### config.mk
export PLATFORM = sky130hd
export DESIGN_NAME = rti_front
export DESIGN_NICKNAME = d
export VERILOG_FILES = /design/src/rtl/core/ray_triangle_intersect_assert.svh /design/src/rtl/core/rti_pkg.sv /design/src/rtl/core/rti_front.sv
export SDC_FILE = /design/constraint.sdc
export NUM_CORES = 2
export LEC_CHECK = 0
export BUFFER_PORTS_ARGS = -buffer_cell sky130_fd_sc_hd__buf_2
export CORE_MARGIN = 2
export CORE_UTILIZATION = 30
export DETAILED_ROUTE_END_ITERATION = 12
export RECOVER_POWER = 100
export SYNTH_ARGS = -nofsm -noshare
export SYNTH_HDL_FRONTEND = slang
export SYNTH_SLANG_ARGS = --single-unit
### constraint.sdc
create_clock -name i_clk -period 24.5 [get_ports i_clk]
set_input_delay 1.225 -clock i_clk [delete_from_list [all_inputs] [get_ports i_clk]]
set_output_delay 1.225 -clock i_clk [all_outputs]
set_load 0.1 [all_outputs]
### src/rtl/core/ray_triangle_intersect_assert.svh
// Assertion macros for the block's top-level RTL file.
`ifndef RAY_TRIANGLE_INTERSECT_ASSERT_SVH
`define RAY_TRIANGLE_INTERSECT_ASSERT_SVH

// Same-cycle implication, checked at every clock edge outside reset.
`define RTI_ASSERT_NOW(lbl, ante, cons, msg) \
    lbl: assert property (@(posedge i_clk) disable iff (!i_rst_n) (ante) |-> (cons)) \
        else $error(msg);

// Next-cycle implication.
`define RTI_ASSERT_NEXT(lbl, ante, cons, msg) \
    lbl: assert property (@(posedge i_clk) disable iff (!i_rst_n) (ante) |=> (cons)) \
        else $error(msg);

`endif

### src/rtl/core/rti_pkg.sv
`default_nettype none
package rti_pkg;

    localparam int CW     = 32;
    localparam int FB     = 16;
    localparam int QW     = CW + FB;
    localparam int PW     = 2 * CW - FB;
    localparam int EPSW   = 16;
    localparam int QDEPTH = 4;
    localparam int QAW    = 2;
    localparam int ODEPTH = 2;

    localparam logic [EPSW-1:0] EPS_RESET = 16'd66;

    localparam logic OP_LOAD = 1'b0;
    localparam logic OP_RAY  = 1'b1;

    localparam logic [1:0] SLOT_A    = 2'd0;
    localparam logic [1:0] SLOT_B    = 2'd1;
    localparam logic [1:0] SLOT_C    = 2'd2;
    localparam logic [1:0] SLOT_NONE = 2'd3;

    typedef logic signed [CW-1:0] t_coord;

    localparam t_coord CMAX = {1'b0, {(CW-1){1'b1}}};
    localparam t_coord CMIN = {1'b1, {(CW-1){1'b0}}};
    localparam logic signed [CW:0] ONE = (CW+1)'(1) << FB;

    typedef struct packed {
        t_coord x;
        t_coord y;
        t_coord z;
    } t_vec;

    typedef struct packed {
        t_vec pos;
        t_vec dir;
        t_vec a;
        t_vec e1;
        t_vec e2;
    } t_ray;

    typedef struct packed {
        logic   valid;
        t_coord det;
        t_coord unum;
        t_coord vnum;
        t_coord tnum;
    } t_dots;

    typedef struct packed {
        logic          valid;
        logic          ok;
        logic [2:0]    neg;
        logic [QW-1:0] qu;
        logic [QW-1:0] qv;
        logic [QW-1:0] qt;
    } t_quot;

    typedef struct packed {
        logic   hit;
        t_coord distance;
    } t_result;

    function automatic t_coord sat_add(input t_coord a, input t_coord b);
        logic signed [CW:0] s;
        s = {a[CW-1], a} + {b[CW-1], b};
        if (s[CW] != s[CW-1]) begin
            return s[CW] ? CMIN : CMAX;
        end
        return s[CW-1:0];
    endfunction

    function automatic t_coord sat_sub(input t_coord a, input t_coord b);
        logic signed [CW:0] s;
        s = {a[CW-1], a} - {b[CW-1], b};
        if (s[CW] != s[CW-1]) begin
            return s[CW] ? CMIN : CMAX;
        end
        return s[CW-1:0];
    endfunction

    // Product floored to the fixed-point grid, then clamped to the coordinate range.
    function automatic t_coord fmul(input t_coord a, input t_coord b);
        logic signed [2*CW-1:0] p;
        logic signed [PW-1:0]   w;
        logic signed [PW-1:0]   hi_lim;
        logic signed [PW-1:0]   lo_lim;
        p      = a * b;
        w      = $signed(p[2*CW-1:FB]);
        hi_lim = {{(PW-CW+1){1'b0}}, {(CW-1){1'b1}}};
        lo_lim = ~hi_lim;
        if (w > hi_lim) begin
            return CMAX;
        end
        if (w < lo_lim) begin
            return CMIN;
        end
        return w[CW-1:0];
    endfunction

    function automatic logic [CW-1:0] mag(input t_coord a);
        return a[CW-1] ? (~a + 1'b1) : a;
    endfunction

    function automatic t_coord from_mag(input logic neg, input logic [QW-1:0] q);
        logic [QW-1:0] lim;
        lim = QW'(1) << (CW-1);
        if (neg) begin
            if (q > lim) begin
                return CMIN;
            end
            return ~q[CW-1:0] + 1'b1;
        end
        if (q >= lim) begin
            return CMAX;
        end
        return q[CW-1:0];
    endfunction

endpackage
`default_nettype wire

### src/rtl/core/rti_front.sv
`default_nettype none
module rti_front (
    input  wire                  i_clk,
    input  wire                  i_rst_n,
    input  wire                  push,
    output logic                 full,
    input  wire                  i_op,
    input  wire  [1:0]           i_vertex_slot,
    input  wire  rti_pkg::t_vec  i_pos,
    input  wire  rti_pkg::t_vec  i_dir,
    input  wire                  i_q_pop,
    output logic                 o_q_valid,
    output rti_pkg::t_ray        o_q_data
);
    import rti_pkg::*;

    t_vec             r_va, r_vb, r_vc;
    t_ray             r_q [QDEPTH];
    logic [QAW-1:0]   r_wr, r_rd;
    logic [QAW:0]     r_cnt;
    logic             accept, enq;
    t_ray             entry;

    assign full      = (r_cnt == (QAW+1)'(QDEPTH));
    assign o_q_valid = (r_cnt != '0);
    assign o_q_data  = r_q[r_rd];
    assign accept    = push && !full;
    assign enq       = accept && (i_op == OP_RAY);

    always_comb begin
        entry.pos  = i_pos;
        entry.dir  = i_dir;
        entry.a    = r_va;
        entry.e1.x = sat_sub(r_vb.x, r_va.x);
        entry.e1.y = sat_sub(r_vb.y, r_va.y);
        entry.e1.z = sat_sub(r_vb.z, r_va.z);
        entry.e2.x = sat_sub(r_vc.x, r_va.x);
        entry.e2.y = sat_sub(r_vc.y, r_va.y);
        entry.e2.z = sat_sub(r_vc.z, r_va.z);
    end

    always_ff @(posedge i_clk) begin
        if (!i_rst_n) begin
            r_va <= '0;
            r_vb <= '0;
            r_vc <= '0;
        end else if (accept && (i_op == OP_LOAD)) begin
            case (i_vertex_slot)
                SLOT_A:  r_va <= i_pos;
                SLOT_B:  r_vb <= i_pos;
                SLOT_C:  r_vc <= i_pos;
                default: ;
            endcase
        end
    end

    always_ff @(posedge i_clk) begin
        if (enq) begin
            r_q[r_wr] <= entry;
        end
    end

    always_ff @(posedge i_clk) begin
        if (!i_rst_n) begin
            r_wr  <= '0;
            r_rd  <= '0;
            r_cnt <= '0;
        end else begin
            if (enq) begin
                r_wr <= r_wr + 1'b1;
            end
            if (i_q_pop) begin
                r_rd <= r_rd + 1'b1;
            end
            r_cnt <= r_cnt + (QAW+1)'(enq) - (QAW+1)'(i_q_pop);
        end
    end

endmodule
`default_nettype wire

==> results by group <==
Clocking
  – Worst-path clk slew: 0.06 ns
  – Clk_lat worst skew: 0.89 ns
  – H-tree depth: 4
  – Clk sink count: 2217
  – CTS root buffer: clkbuf_16
  – Setup Buffers After CTS: 0
  – CTS tree: built
  – CTS max path bufs: 4
  – Num CTS Buffers: 237
  – Post_cts resized: 0
  – CTS Hold Bufs: 0

STA
  – Fin crit period: 14.12 ns
  – Fmax: 70.8 MHz
  – RSZ-0062 raised after global routing: no
  – Final setup violation count: 0
  – Final Hold Fails: 0
  – Setup TNS Final: 0 ns
  – Tightest Pin Transition: 7.60 ns
  – Setup slack after layout: 10.38 ns
  – Max-slew violation count: 2942
  – Clock Skew: 0.0561 ns
  – Period Utilization, post-route: 57.6%
  – Slew margin rel.: -407%
  – WHS: 0.472 ns

Logic synthesis
  – Yosys warning count: 0
  – Synth Area in Adders: 3.43%
  – Number of synthesized flops with an enable pin: 1920
  – Synth Area per Inst: 16.5 um^2
  – Largest family of logic cells by synthesized area: multiplexers
  – Post-Synthesis Cells: 5572
  – Ys flop type: edfxtp_1
  – Yosys cell types: 90
  – Post-synthesis cell area: 0.0920 mm^2
  – Share of async-settable or async-resettable flops after synthesis: 0%
  – Syn nets: 5976
  – Simple-Gate Fraction of Synth Area: 4.69%
  – Flops & latches, synth: 2217
  – Post-synthesis sequential area ratio: 69.1%
  – Synth Area in XOR/XNOR: 1.66%
  – Mux contribution to synthesized area: 11.8%
  – Compound-Gate Fraction of Synth Area: 7.40%

Final layout
  – Final Util: 34.9%
  – Most common cell after layout, fill and taps aside: edfxtp_1
  – NumNets Final: 6692
  – Synth-to-Final Area Change: 16.0%
  – Most frequent cells in the layout: 1920 x edfxtp_1, 765 x clkbuf_1, 686 x nand2_1
  – Layout cell share with drive strength beyond 1: 13.8%

Detailed routing
  – Total wire length: 243 mm
  – Drt first pass iters: 6
  – WL per Instance: 22.9 um
  – Routed vias/inst: 4.89
  – Post-route antenna net violation count: 0
  – DR vias: 51800
  – Residual DRC: 0
  – Initial DRC count: 4370

Critical path
  – Largest fanout on the critical path: 38
  – Critical Path End Type: output pin
  – Worst Path Arrival: 12.90 ns
  – Crit path kind: reg2out
  – Critical path startpoint category: register
  – Req. time, crit path: 23.27 ns

Power and ir drop
  – Worst VDD drop: 0.0824 mV
  – Pwr per Cell Area: 107 mW/mm^2
  – Leakage: 33.9 nW
  – PnR Total Power: 11.4 mW

Global route
  – Vias in the first global route: 51800
  – Gr usage total: 15.0%
  – GRT overflow: 0
  – Initial antenna violation count: 25
  – Global-route wire length before repair: 352 mm
  – Largest net degree at the start of global routing: 118

Floorplanning
  – Chip width: 558 um
  – Die height: 558 um
  – Placeable core area: 0.306 mm^2
  – Die area: 0.311 mm^2
  – Starting Density: 30.1%
  – Row count: 203
  – Ports: 681

Outcome
  – Failing checks: capacitance limit, slew limit
  – Run status: complete, but fails checks

Place
  – Pre-CTS setup slack: 17.40 ns
  – Gpl congestion: 0.859
  – IO buf count: 680
  – DPL Wire Length: 165 mm

Hold path
  – Hold Crit Class: reg2reg

Run
  – Max Cap Viol: 60
metal layers:
| metal | GRT usage, % | wire length [um] | vias up | share of wire, % |
|---|---|---|---|---|
| met3 | 3.20 | 16000 | 331 | 6.6 |
| met1 | 20.2 | 104000 | 26700 | 43 |
| met2 | 24.8 | 117000 | 1574 | 48 |
| met5 | 0 | 70 | - | 0.029 |
| met4 | 3.68 | 4790 | 10 | 2.0 |
| li1 | - | - | 23200 | - |
power by group:
part,internal (mW),switching (mW)
clock,2.05,1.49
sequential,4.67,0.0615
combinational,0.674,2.46
total,7.39,4.01
kinds of logic (layout without fill, tap and decap cells):
| logic type | count (synthesis) | after routing |
|---|---|---|
| flip-flops | 2217 | 2217 |
| AND/OR/NAND/NOR | 1007 | 1007 |
| AO/OA/AOI/OAI | 991 | 991 |
| multiplexers | 487 | 487 |
| buffers and inverters | 438 | 1350 |
| adder cells (fa/ha/maj) | 259 | 259 |
| XOR/XNOR | 173 | 173 |
| other | 0 | 11 |
state kept, by name, indices dropped and copies added (netlist names), named ones only:
register / cells
r_q: 1920
r_vb: 96
entry: 96
r_wr: 2
r_vc: 96
r_rd: 2
r_cnt: 3
Yosys cell counts, types with 30 or more instances:
cell type | n | area share, %
a21boi_0 | 296 | 2.4
a21o_1 | 141 | 1.2
a21oi_1 | 201 | 1.1
a31oi_1 | 35 | 0.24
and3_1 | 30 | 0.20
buf_1 | 74 | 0.30
clkbuf_1 | 176 | 0.72
dfxtp_1 | 297 | 6.5
edfxtp_1 | 1920 | 63
ha_1 | 198 | 2.7
inv_1 | 165 | 0.67
maj3_1 | 54 | 0.59
mux4_2 | 480 | 12
nand2_1 | 686 | 2.8
nand3_1 | 36 | 0.20
nor2_1 | 93 | 0.38
o21ai_0 | 106 | 0.58
xnor2_1 | 106 | 1.0
xor2_1 | 65 | 0.62
critical path, cell delays in order (launching register included):
cell and delay (ns):
dfxtp_1 1.81, clkbuf_1 2.44, clkbuf_1 2.30, clkbuf_1 2.37, buf_4 0.91, buf_4 0.71, mux4_2 0.39, clkbuf_1 0.87
per-stage QoR:
| step | area (um^2) | cells |
|---|---|---|
| after floorplan | 92000 | 5572 |
| after global placement | 100000 | 10100 |
| after detailed placement | 100000 | 10100 |
| after CTS | 108000 | 10600 |
| after global routing | 107000 | 10600 |
| final | 107000 | 10600 |
final timing paths:
kind                                from             to  slack [ns]  depth (start not counted)
worst min register to register  r_vc[28]       r_vc[28]        0.47                          2
worst max register to register  r_cnt[1]    r_q[3][175]       10.47                          8
worst max-delay path            register  o_q_data[323]       10.38                          7
worst min-delay path            r_vc[28]       r_vc[28]        0.47                          2
area by class of cell:
cell class              count  area (um^2)
well taps                4100         5130
diodes                     11         27.5
multi-input cells        2917        26700
flip-flops and latches   2217        63600
fillers                 29100       199000
inverters                 166          623
clock buffers             296         6210
clock inverters           139         1500
repair buffers            749         2940
(Power assumes the default switching activity.)
